File: src/rtl/mbap_frame_deframer_top_macros.svh
// ----------------------------------------------------------------------------
// mbap frame deframer assertion macros
// shared concurrent assertion forms used at the end of the top level
// ----------------------------------------------------------------------------
`ifndef MBAP_FRAME_DEFRAMER_TOP_MACROS_SVH
`define MBAP_FRAME_DEFRAMER_TOP_MACROS_SVH

// consequence must hold in the same cycle as the antecedent
`define MBFD_ASSERT_SAME(label, clk, rstn, ante, cons, msg) \
    label: assert property (@(posedge clk) disable iff (!(rstn)) (ante) |-> (cons)) \
        else $error(msg);

// consequence must hold in the cycle after the antecedent
`define MBFD_ASSERT_NEXT(label, clk, rstn, ante, cons, msg) \
    label: assert property (@(posedge clk) disable iff (!(rstn)) (ante) |=> (cons)) \
        else $error(msg);

`endif

File: src/rtl/mbfd_pkg.sv
// ----------------------------------------------------------------------------
// mbfd_pkg
// types and constants shared by the mbap frame deframer modules
// ----------------------------------------------------------------------------
package mbfd_pkg;

    localparam logic [8:0]  LEN_CLAMP     = 9'd256;
    localparam logic [8:0]  HDR_BYTES     = 9'd6;
    localparam logic [8:0]  MIN_FRAME     = 9'd8;
    localparam logic [15:0] TIMEOUT_RESET = 16'd500;
    localparam logic [15:0] IDLE_MAX      = 16'hFFFF;
    localparam logic [8:0]  POS_LEN_HIGH  = 9'd4;
    localparam logic [8:0]  POS_LEN_LOW   = 9'd5;
    localparam logic [8:0]  POS_MAX       = 9'd261;

    localparam logic KIND_DATA = 1'b0;
    localparam logic KIND_TICK = 1'b1;

    localparam int QUEUE_DEPTH = 2;
    localparam int QUEUE_PTR_W = $clog2(QUEUE_DEPTH);
    localparam int QUEUE_CNT_W = $clog2(QUEUE_DEPTH + 1);

    typedef struct packed {
        logic       frame_abort;
        logic       frame_last;
        logic [8:0] byte_position;
        logic [7:0] out_byte;
    } result_t;

    typedef struct packed {
        logic                   full;
        logic                   not_empty;
        logic [QUEUE_CNT_W-1:0] count;
    } queue_status_t;

endpackage

File: src/rtl/mbfd_front.sv
// ----------------------------------------------------------------------------
// mbfd_front
// accepts bytes and ticks, tracks frame position, length and idle time
// ----------------------------------------------------------------------------
module mbfd_front (
    input  logic                  aclk,
    input  logic                  aresetn,
    input  logic                  cfg_wr_en,
    input  logic [15:0]           cfg_wr_data,
    input  logic                  in_valid,
    input  logic                  in_kind,
    input  logic [7:0]            in_byte,
    output logic                  in_ready,
    input  mbfd_pkg::queue_status_t q_status,
    output logic                  push,
    output mbfd_pkg::result_t     push_data
);

    logic [15:0] idle_timeout_reg;
    logic [8:0]  byte_count_reg, byte_count_next;
    logic [7:0]  length_high_reg, length_high_next;
    logic [8:0]  frame_total_reg, frame_total_next;
    logic [15:0] idle_count_reg, idle_count_next;

    logic        accept;
    logic [15:0] len_word;
    logic [8:0]  len_clamped;
    logic [8:0]  len_total;
    logic [8:0]  total_eff;
    logic [9:0]  pos_plus1;
    logic        last;
    logic [15:0] idle_inc;
    logic        abort;

    assign in_ready = !q_status.full;
    assign accept   = in_valid && in_ready;

    always_comb begin
        len_word    = {length_high_reg, in_byte};
        len_clamped = (len_word > {7'd0, mbfd_pkg::LEN_CLAMP}) ? mbfd_pkg::LEN_CLAMP
                                                               : len_word[8:0];
        len_total   = len_clamped + mbfd_pkg::HDR_BYTES;
        if (len_total < mbfd_pkg::MIN_FRAME) begin
            len_total = mbfd_pkg::MIN_FRAME;
        end
        total_eff = (byte_count_reg == mbfd_pkg::POS_LEN_LOW) ? len_total : frame_total_reg;
        pos_plus1 = {1'b0, byte_count_reg} + 10'd1;
        last      = (pos_plus1 >= {1'b0, total_eff});
        // idle counter saturates so a maximal timeout never fires
        idle_inc  = (idle_count_reg == mbfd_pkg::IDLE_MAX) ? idle_count_reg
                                                          : idle_count_reg + 16'd1;
        abort     = (byte_count_reg != 9'd0) && (idle_inc > idle_timeout_reg);
    end

    always_comb begin
        byte_count_next  = byte_count_reg;
        length_high_next = length_high_reg;
        frame_total_next = frame_total_reg;
        idle_count_next  = idle_count_reg;
        push             = 1'b0;
        push_data        = '0;
        if (accept) begin
            if (in_kind == mbfd_pkg::KIND_DATA) begin
                idle_count_next         = 16'd0;
                push                    = 1'b1;
                push_data.out_byte      = in_byte;
                push_data.byte_position = byte_count_reg;
                push_data.frame_last    = last;
                push_data.frame_abort   = 1'b0;
                if (byte_count_reg == mbfd_pkg::POS_LEN_HIGH) begin
                    length_high_next = in_byte;
                end
                if (byte_count_reg == mbfd_pkg::POS_LEN_LOW) begin
                    frame_total_next = len_total;
                end
                if (last) begin
                    byte_count_next  = 9'd0;
                    length_high_next = 8'd0;
                    frame_total_next = mbfd_pkg::MIN_FRAME;
                end else begin
                    byte_count_next = pos_plus1[8:0];
                end
            end else begin
                idle_count_next = idle_inc;
                if (abort) begin
                    push                    = 1'b1;
                    push_data.out_byte      = 8'd0;
                    push_data.byte_position = byte_count_reg;
                    push_data.frame_last    = 1'b0;
                    push_data.frame_abort   = 1'b1;
                    byte_count_next         = 9'd0;
                    length_high_next        = 8'd0;
                    frame_total_next        = mbfd_pkg::MIN_FRAME;
                    idle_count_next         = 16'd0;
                end
            end
        end
    end

    always_ff @(posedge aclk) begin
        if (!aresetn) begin
            idle_timeout_reg <= mbfd_pkg::TIMEOUT_RESET;
            byte_count_reg   <= 9'd0;
            length_high_reg  <= 8'd0;
            frame_total_reg  <= mbfd_pkg::MIN_FRAME;
            idle_count_reg   <= 16'd0;
        end else begin
            if (cfg_wr_en) begin
                idle_timeout_reg <= cfg_wr_data;
            end
            byte_count_reg  <= byte_count_next;
            length_high_reg <= length_high_next;
            frame_total_reg <= frame_total_next;
            idle_count_reg  <= idle_count_next;
        end
    end

endmodule

File: src/rtl/mbfd_queue.sv
// ----------------------------------------------------------------------------
// mbfd_queue
// short result queue between the classifying front and the output stage
// ----------------------------------------------------------------------------
module mbfd_queue (
    input  logic                    aclk,
    input  logic                    aresetn,
    input  logic                    push,
    input  mbfd_pkg::result_t       push_data,
    input  logic                    pop,
    output mbfd_pkg::result_t       pop_data,
    output mbfd_pkg::queue_status_t status
);

    mbfd_pkg::result_t                  entry_reg [mbfd_pkg::QUEUE_DEPTH];
    logic [mbfd_pkg::QUEUE_PTR_W-1:0] wr_ptr_reg, wr_ptr_next;
    logic [mbfd_pkg::QUEUE_PTR_W-1:0] rd_ptr_reg, rd_ptr_next;
    logic [mbfd_pkg::QUEUE_CNT_W-1:0] count_reg, count_next;
    logic                             do_push;
    logic                             do_pop;

    localparam logic [mbfd_pkg::QUEUE_PTR_W-1:0] PTR_LAST =
        mbfd_pkg::QUEUE_PTR_W'(mbfd_pkg::QUEUE_DEPTH - 1);
    localparam logic [mbfd_pkg::QUEUE_CNT_W-1:0] CNT_FULL =
        mbfd_pkg::QUEUE_CNT_W'(mbfd_pkg::QUEUE_DEPTH);

    assign status.full      = (count_reg == CNT_FULL);
    assign status.not_empty = (count_reg != '0);
    assign status.count     = count_reg;
    assign pop_data         = entry_reg[rd_ptr_reg];

    assign do_push = push && !status.full;
    assign do_pop  = pop && status.not_empty;

    always_comb begin
        wr_ptr_next = wr_ptr_reg;
        rd_ptr_next = rd_ptr_reg;
        count_next  = count_reg;
        if (do_push) begin
            wr_ptr_next = (wr_ptr_reg == PTR_LAST) ? '0 : wr_ptr_reg + 1'b1;
        end
        if (do_pop) begin
            rd_ptr_next = (rd_ptr_reg == PTR_LAST) ? '0 : rd_ptr_reg + 1'b1;
        end
        case ({do_push, do_pop})
            2'b10:   count_next = count_reg + 1'b1;
            2'b01:   count_next = count_reg - 1'b1;
            default: count_next = count_reg;
        endcase
    end

    always_ff @(posedge aclk) begin
        if (!aresetn) begin
            wr_ptr_reg <= '0;
            rd_ptr_reg <= '0;
            count_reg  <= '0;
        end else begin
            wr_ptr_reg <= wr_ptr_next;
            rd_ptr_reg <= rd_ptr_next;
            count_reg  <= count_next;
        end
    end

    always_ff @(posedge aclk) begin
        if (do_push) begin
            entry_reg[wr_ptr_reg] <= push_data;
        end
    end

endmodule

File: src/rtl/mbfd_back.sv
// ----------------------------------------------------------------------------
// mbfd_back
// output register stage that drains the queue onto the result stream
// ----------------------------------------------------------------------------
module mbfd_back (
    input  logic                    aclk,
    input  logic                    aresetn,
    input  mbfd_pkg::queue_status_t q_status,
    input  mbfd_pkg::result_t       q_data,
    output logic                    pop,
    output logic                    m_tvalid,
    input  logic                    m_tready,
    output logic [23:0]             m_tdata,
    output logic                    m_tlast,
    output logic [0:0]              m_tuser
);

    logic              valid_reg, valid_next;
    mbfd_pkg::result_t out_reg;

    // refill whenever the output slot is empty or being taken
    assign pop = q_status.not_empty && (!valid_reg || m_tready);

    always_comb begin
        valid_next = valid_reg;
        if (pop) begin
            valid_next = 1'b1;
        end else if (m_tready) begin
            valid_next = 1'b0;
        end
    end

    always_ff @(posedge aclk) begin
        if (!aresetn) begin
            valid_reg <= 1'b0;
        end else begin
            valid_reg <= valid_next;
        end
    end

    always_ff @(posedge aclk) begin
        if (pop) begin
            out_reg <= q_data;
        end
    end

    assign m_tvalid = valid_reg;
    assign m_tdata  = {7'd0, out_reg.byte_position, out_reg.out_byte};
    assign m_tlast  = out_reg.frame_last;
    assign m_tuser  = out_reg.frame_abort;

endmodule

File: src/rtl/mbap_frame_deframer_top.sv
// ----------------------------------------------------------------------------
// mbap_frame_deframer_top
// splits a modbus tcp byte stream into mbap frames
// ----------------------------------------------------------------------------
// usage:
//   s_ channel carries one byte (s_tuser = 0) or one time tick (s_tuser = 1).
//   m_ channel carries each byte with its offset in the frame; m_tlast marks
//   the closing byte of a frame, m_tuser marks a partial frame dropped after
//   idle_timeout ticks with no byte (offset field then gives bytes dropped).
//   cfg_wr_en / cfg_wr_data load idle_timeout; write only while idle.
// timing:
//   one transaction per cycle is accepted while s_tready is high; every step
//   is a few compares in the front stage. a result is written into the
//   two-entry queue, then into the output register, where it can be taken.
//   ticks that cause no result leave the output side untouched.
// reset:
//   aresetn low clears frame position, idle count and queue; idle_timeout
//   returns to 500 and the frame length to eight bytes.
// stall:
//   with m_tready low the queue fills; s_tready drops once both queue
//   entries are held and rises right after the edge at which m_ hands over
//   a transaction.
// ----------------------------------------------------------------------------
`include "mbap_frame_deframer_top_macros.svh"

module mbap_frame_deframer_top (
    input  logic        aclk,
    input  logic        aresetn,
    input  logic        cfg_wr_en,
    input  logic [15:0] cfg_wr_data,    // idle_timeout
    input  logic        s_tvalid,
    output logic        s_tready,
    input  logic [7:0]  s_tdata,        // rx_byte
    input  logic [0:0]  s_tuser,        // kind
    output logic        m_tvalid,
    input  logic        m_tready,
    output logic [23:0] m_tdata,        // out_byte [7:0], byte_position [16:8], zero fill
    output logic        m_tlast,        // frame_last
    output logic [0:0]  m_tuser         // frame_abort
);

    mbfd_pkg::queue_status_t q_status;
    mbfd_pkg::result_t       q_push_data;
    mbfd_pkg::result_t       q_pop_data;
    logic                    q_push;
    logic                    q_pop;

    mbfd_front u_front (
        .aclk        (aclk),
        .aresetn     (aresetn),
        .cfg_wr_en   (cfg_wr_en),
        .cfg_wr_data (cfg_wr_data),
        .in_valid    (s_tvalid),
        .in_kind     (s_tuser[0]),
        .in_byte     (s_tdata),
        .in_ready    (s_tready),
        .q_status    (q_status),
        .push        (q_push),
        .push_data   (q_push_data)
    );

    mbfd_queue u_queue (
        .aclk      (aclk),
        .aresetn   (aresetn),
        .push      (q_push),
        .push_data (q_push_data),
        .pop       (q_pop),
        .pop_data  (q_pop_data),
        .status    (q_status)
    );

    mbfd_back u_back (
        .aclk     (aclk),
        .aresetn  (aresetn),
        .q_status (q_status),
        .q_data   (q_pop_data),
        .pop      (q_pop),
        .m_tvalid (m_tvalid),
        .m_tready (m_tready),
        .m_tdata  (m_tdata),
        .m_tlast  (m_tlast),
        .m_tuser  (m_tuser)
    );

    `MBFD_ASSERT_SAME(a_no_overflow, aclk, aresetn, q_push, !q_status.full, "result pushed into full queue")
    `MBFD_ASSERT_SAME(a_abort_form, aclk, aresetn, m_tvalid && m_tuser[0], (m_tdata[7:0] == 8'd0) && !m_tlast, "abort result carries data")
    `MBFD_ASSERT_SAME(a_pos_range, aclk, aresetn, m_tvalid, m_tdata[16:8] <= mbfd_pkg::POS_MAX, "byte position out of range")
    `MBFD_ASSERT_NEXT(a_drain, aclk, aresetn, q_status.not_empty && (!m_tvalid || m_tready), m_tvalid, "queued result not moved to output")

endmodule
File: config.mk
export PLATFORM = sky130hd
export DESIGN_NAME = mbap_frame_deframer_top
export DESIGN_NICKNAME = d
export VERILOG_FILES = /design/src/rtl/mbfd_pkg.sv /design/src/rtl/mbfd_front.sv /design/src/rtl/mbfd_queue.sv /design/src/rtl/mbfd_back.sv /design/src/rtl/mbap_frame_deframer_top.sv
export VERILOG_INCLUDE_DIRS = /design/src /design/src/rtl
export SDC_FILE = /design/constraint.sdc
export NUM_CORES = 1
export LEC_CHECK = 0
export ABC_AREA = 1
export BUFFER_PORTS_ARGS = -buffer_cell sky130_fd_sc_hd__buf_2
export CAP_MARGIN = 40
export CORE_MARGIN = 2
export CORE_UTILIZATION = 45
export CTS_CLUSTER_SIZE = 25
export DETAILED_ROUTE_END_ITERATION = 6
export PLACE_DENSITY = 0.62
export SLEW_MARGIN = 20
export SYNTH_ARGS = -nofsm -noshare
export SYNTH_HDL_FRONTEND = slang
export SYNTH_SLANG_ARGS = --single-unit
File: constraint.sdc
create_clock -name aclk -period 3.7 [get_ports aclk]
set_clock_uncertainty 0.05 [all_clocks]
set_input_delay 0.37 -clock aclk [delete_from_list [all_inputs] [get_ports aclk]]
set_output_delay 0.37 -clock aclk [all_outputs]
set_load 0.01 [all_outputs]
### After elaboration in Yosys (flattened, before gate mapping)

Memories as Yosys holds them, arrays and structs flattened. A register that Yosys moved wholly into a read port is not among the register bits.
Cells that the tools add are included.

| operators by class | value |
|---|---|
| $add $sub $neg | 7 |
| magnitude comparators | 4 |
| equality and inequality tests | 7 |
| muxes and demuxes | 29 |
| reductions and logical operators | 15 |

Operator list:

| cell | count |
|---|---|
| 9-bit two-way mux | 9 |
| 19-bit two-way mux | 3 |
| 16-bit two-way mux | 3 |
| 8-bit two-way mux | 4 |
| 9-bit by 3-bit equality test with 1-bit output (second input constant) | 2 |
| 16-bit by 1-bit adder with 16-bit output (second input constant) | 1 |
| 16-bit equality test (second input constant) | 1 |
| 16-bit > comparator | 1 |
| 16-bit by 9-bit > comparator with 1-bit output (second input constant) | 1 |
| 9-bit by 1-bit adder with 10-bit output (second input constant) | 1 |
| 10-bit by 9-bit >= comparator with 1-bit output | 1 |
| 9-bit by 3-bit adder with 9-bit output (second input constant) | 1 |
| 9-bit by 4-bit < comparator with 1-bit output (second input constant) | 1 |
| 1-bit two-way mux | 9 |
| 9-bit nonzero test | 1 |
| 2-bit nonzero test | 3 |
| 1-bit logical AND | 5 |
| 2-bit equality test (second input constant) | 2 |
| 2-bit one-hot mux with 2 select lines | 1 |
| 3-bit AND reduction | 1 |
| 3-bit nonzero test | 1 |
| 1-bit adder (second input constant) | 2 |
| 2-bit by 1-bit adder with 2-bit output (second input constant) | 1 |
| 2-bit by 1-bit equality test with 1-bit output (second input constant) | 1 |
| other kinds (5) | 6 |

| storage, ports and cells | value |
|---|---|
| bits in registers | 63 |
| memory bits (writable) | 38 |
| input bits | 30 |
| output and inout port bits | 28 |
| word-level logic and storage cells | 72 |
| memories kept | 1 |

Memory list:

| memory | words | width | rd ports | clocked after Yosys merged registers in | write ports | RTL line | source |
|---|---|---|---|---|---|---|---|
| u_queue.entry_reg | 2 | 19 | 1 | 1 | 1 | mbfd_queue.sv:15 | `mbfd_pkg::result_t entry_reg [mbfd_pkg::QUEUE_DEPTH];` |

### Longest topological paths before layout

| logic depth | value |
|---|---|
| depth in word-level cells | 10 |
| depth in mapped cells | 30 |
| mapped depth without buffers | 29 |

### Cells and area by module

A second synthesis with hierarchy kept.

| second synthesis, totals | value |
|---|---|
| cells, all modules | 725 |
| area, all modules | 6379.9 µm² |

By module, submodules not included:

| module | times used | cells an instance | area each (µm²) | seq. area each (µm²) |
|---|---|---|---|---|
| mbfd_front | 1 | 594 | 4032.6 | 1161.1 |
| mbfd_queue | 1 | 97 | 1669.1 | 1241.2 |
| mbfd_back | 1 | 34 | 678.2 | 590.6 |

### Least setup slack after synthesis

OpenSTA, ideal clock, no wires.

| path | value |
|---|---|
| path type | register to register |
| from | register u_front.idle_count_reg[0] |
| to | memory u_queue.entry_reg[0][0] (netlist name) (enable) |
| setup time | 0.395 ns |
| arrival time | 3.628 ns |
| required time | 3.255 ns |
| slack | -0.372 ns |
| stages on the path, launching flop included | 21 |
| buffers on the path | 2 |
| clock period less this slack | 4.072 ns |
| cells stage by stage | dfxtp_1 -> ha_1 -> nand3_1 -> nor2_2 -> nand2_2 -> nor4_2 -> inv_1 -> nand2_1 -> nand2_1 -> ha_1 -> nand3_1 -> o211a_1 -> o211ai_1 -> nand3_1 -> nand2_1 -> nand2_1 -> nand2_2 -> nand2_1 -> buf_2 -> buf_6 -> nor2_1 |

| on the way | value |
|---|---|
| word-level cells in the longest chain between the ends | 10 |
| elaborated cells on any way between the ends | 11 |
| those cells by class | add/sub (1); order compare (1); eq/ne (1); mux (6); reduce/logical (2) |

RTL lines:

| element | RTL line | source |
|---|---|---|
| from (decl) | mbfd_front.sv:23 | `logic [15:0] idle_count_reg, idle_count_next;` |
| from (signal assigned) | mbfd_front.sv:114 | `idle_count_reg <= idle_count_next;` |
| 16-bit by 1-bit adder with 16-bit output / 16-bit equality test (equally long branches) | mbfd_front.sv:51, mbfd_front.sv:50 |  |
| 16-bit two-way mux * | mbfd_front.sv:50 | `idle_inc = (idle_count_reg == mbfd_pkg::IDLE_MAX) ? idle_count_reg` |
| 16-bit > comparator * | mbfd_front.sv:52 | `abort = (byte_count_reg != 9'd0) && (idle_inc > idle_timeout_reg);` |
| 1-bit logical AND * | mbfd_front.sv:52 |  |
| 1-bit two-way mux * | mbfd_front.sv:85 | `if (abort) begin` |
| 1-bit two-way mux * | mbfd_front.sv:63 | `if (in_kind == mbfd_pkg::KIND_DATA) begin` |
| 1-bit two-way mux * | mbfd_front.sv:62 | `if (accept) begin` |
| 1-bit logical AND * | mbfd_queue.sv:32 | `assign do_push = push && !status.full;` |
| 1-bit two-way mux * | mbfd_queue.sv:65 | `if (do_push) begin` |
| 1-bit two-way mux (implied by the code) * | mbfd_queue.sv:66 | `entry_reg[wr_ptr_reg] <= push_data;` |
| to (decl) | mbfd_queue.sv:15 |  |

Every way passes the cells marked *; elsewhere a longest branch is shown, timed or not.

### Final worst setup path

| path | value |
|---|---|
| from | register u_front.idle_count_reg[3] |
| to | register u_queue.count_reg[1] (netlist name) |

| on the way | value |
|---|---|
| word-level cells in the longest chain between the ends | 10 |
| elaborated cells on any way between the ends | 13 |
| those cells by class | add/sub (1); order compare (1); eq/ne (3); mux (5); reduce/logical (3) |

RTL lines:

| element | RTL line | source |
|---|---|---|
| 16-bit by 1-bit adder with 16-bit output / 16-bit equality test (equally long branches) | mbfd_front.sv:51, mbfd_front.sv:50 |  |
| 16-bit two-way mux * | mbfd_front.sv:50 |  |
| 16-bit > comparator * | mbfd_front.sv:52 |  |
| 1-bit logical AND * | mbfd_front.sv:52 |  |
| 1-bit two-way mux * | mbfd_front.sv:85 |  |
| 1-bit two-way mux * | mbfd_front.sv:63 |  |
| 1-bit two-way mux * | mbfd_front.sv:62 |  |
| 1-bit logical AND * | mbfd_queue.sv:32 |  |
| 2-bit by 1-bit equality test with 1-bit output / 2-bit equality test (equally long branches) | mbfd_queue.sv:45 | `case ({do_push, do_pop})` |
| 2-bit one-hot mux with 2 select lines / 2-bit nonzero test (equally long branches) | - |  |
| to (signal assigned) | mbfd_queue.sv:60 | `count_reg <= count_next;` |
| to (decl) | mbfd_queue.sv:18 | `logic [mbfd_pkg::QUEUE_CNT_W-1:0] count_reg, count_next;` |

Marked as above.
A chain may end at the register's enable or synchronous reset.

==> results_dict.tcl <==
set metrics [dict create \
    status "complete, no violations" \
    clock.fmax_mhz 287.4 \
    final_cells 987 \
    nNetsFinal 858 \
    nFillCells 1201 \
    leakage_uw 0.003157 \
    cts_made_buffers 17 \
    rsz0062_at_grt "true" \
    worst_setup_path_end_kind "flip-flop" \
    drt_wl_total_um 13320 \
    die_x_um 120.2 \
    timing.final.crit_period_ns 3.480 \
    synthesis.area_sq_um 6071 \
    antenna_cells 0 \
    critPathKind "reg -> reg" \
    min_path_cells 3 \
    path_max_fanout 4 \
    antenna_found_initial 0 \
    gr-usage-all-layers_pct 19.43 \
    pin_count 58 \
    cts_tree "done" \
    avgSynthCellArea_sq_um 8.351 \
    initial_core_util_pct 46.03 \
    final_cell_mix "204 x nand2_1, 70 x a21oi_1, 61 x inv_1" \
    relSlewSlack_pct 63.93 \
    r2r_cells 22 \
    synth_top_area_share_pct 28.19 \
    port_buffers 50 \
    overflow 0 \
    clkTransAtPathRegs_ns 0.05 \
    synth_edf_count 57 \
    ys_seq_area_share_pct 48.97 \
    insertion_delay_ns 0.42 \
    min_path_type "in -> reg" \
    synth_cells 727 \
    die_height_um 120.2 \
    power_per_cell_area_nw_per_um2 530.0 \
    drt-initial-drc-count 323 \
    first_pass_iters 5 \
    grt_pass1_wl_um 22000 \
    wl_per_cell_um 13.50 \
    setup_tns_ns 0 \
    synth_seq_cells 120 \
    p_total_uw 3939 \
    dp_cells 947 \
    drc_errors 0 \
    cp_data_arrival_time_ns 3.78 \
    hold_slack_ns 0.1250 \
    grt_pass1_vias 4628 \
    clock_sinks 120 \
    netlist_top_cells_area "edfxtp_1 28%, dfxtp_1 21%, nand2_1 13%, ha_1 6.2%, a21oi_1 5.9%" \
    setup_viol 0 \
    cts_max_level 4 \
    slew_violations 0 \
    yosysTopAreaCell "edfxtp_1" \
    irDropWorstVdd_uv 271.2 \
    area_growth_pct 22.42 \
    cts_buffer_depth 2 \
    routed-via-count 4967 \
    rows 42 \
    grt_max_degree 29 \
    required_ns 4.00 \
    hold_viol 0 \
    drive_above_1_share_pct 22.44 \
    yosys.cell_types.count 45 \
    yosysWarnings 0 \
    gp_congestion 0.8506 \
    ant_nets 0 \
    start_kind "flip-flop" \
    clockRootBuffer "clkbuf_16" \
    timing.final.crit_share_pct 94.05 \
    ys.flop_type "dfxtp_1" \
    dieArea_sq_um 14440 \
    coreArea_sq_um 13190 \
    hpwl_um 9401 \
    largest_reg_flops 38 \
    layout_commonest_cell "nand2_1" \
    cap_violations 0 \
    drt-vias-per-instance 5.032 \
    tightest_slew_ns 0.5377 \
    synthArstFlopShare_pct 0 \
]
area by class of cell:
type	instances	area, sq um	share of cell area [%]
Inverter	75	294.0	3.956
Tap cell	176	220.2	2.963
Sequential cell	120	2982	40.12
Timing Repair Buffer	73	484.2	6.515
Clock inverter	14	157.7	2.121
Clock buffer	18	429.2	5.774
Multi-Input combinational cell	511	2865	38.55
critical path, cell delays in order (launching register included):
cell and delay (ns):
dfxtp_2 0.33, buf_6 0.10, nand4_1 0.18, nor3_4 0.26
nand4_1 0.22, nor2_4 0.20, a21oi_2 0.07, a31oi_2 0.21
ha_1 0.21, nand2_2 0.08, nor2_4 0.13, nand2_2 0.09
nor4b_4 0.29, a31oi_1 0.07, nand2_1 0.10, nand2_2 0.08
nand2_4 0.10, ha_4 0.20, inv_2 0.05, nand2_1 0.07
nor2_2 0.13, o21ai_1 0.07, a21oi_1 0.12
path summary, 6_finish.rpt:
kind,from,endpoint,slack (ns)
setup reg to reg,u_front.idle_count_reg[3]$_SDFFE_PN0P_,u_queue.count_reg[1]$_SDFFE_PN0P_,0.22
hold / removal,cfg_wr_data[2],u_front.idle_timeout_reg[2]$_SDFFE_PN1P_,0.12
setup / recovery,u_front.idle_count_reg[3]$_SDFFE_PN0P_,u_queue.count_reg[1]$_SDFFE_PN0P_,0.22
hold reg to reg,u_front.length_high_reg[3]$_SDFFE_PN0P_,u_front.length_high_reg[3]$_SDFFE_PN0P_,0.41
logic make-up after synthesis:
group / share of synthesized area [%]
AOI/OAI and AO/OA: 10.28
xor gates and xnor gates: 2.453
adders and majority gates: 6.183
buffers and inverters: 7.172
DFF: 48.97
other: 0.06177
and+or+nand+nor: 24.88
synth_stat cells, drive strengths merged, types with 2 or more instances:
library cell / count
nor2: 64
nand2: 218
nand4: 6
o211ai: 2
o21ai: 31
nor3: 18
xor2: 13
nand3: 26
ha: 30
buf: 13
clkbuf: 14
a21oi: 76
a31oi: 2
clkinv: 2
inv: 73
dfxtp: 63
or2: 4
xnor2: 4
edfxtp: 57
power breakdown:
group          internal [uW]  switching, uW
clock                   1050            569
combinational            236            455
sequential              1590           44.5
per-layer routing:
layer  vias up  global-route usage, %  wire length [um]
met5         -                      0                 0
met4         0                  7.059               232
met1      2288                  23.79              5771
met2       128                  33.52              6688
met3        26                  4.278               630
li1       2525                      -                 -
repair_timing:
action                                 4_1_cts  5_1_grt
setup buffers                                0        7
cloned                                       0        0
hold buffers                                 0        0
resized for setup                            1       50
setup endpoints to repair                    2      100
endpoints found under the hold margin        0        0
pin swaps                                    0       20
through the flow:
| stage | worst slack [ns] | area [sq um] | util [%] |
|---|---|---|---|
| finish | 0.2201 | 7432 | 56.35 |
| global route | -0.06074 | 7432 | 56.35 |
| detailed placement | -0.09506 | 6573 | 49.83 |
| CTS | 0.03118 | 7166 | 54.33 |
| floorplan | 0.05258 | 6103 | - |
| global placement | 0.04745 | 6573 | 49.83 |
Note: power is estimated with default switching activity, not from simulation.
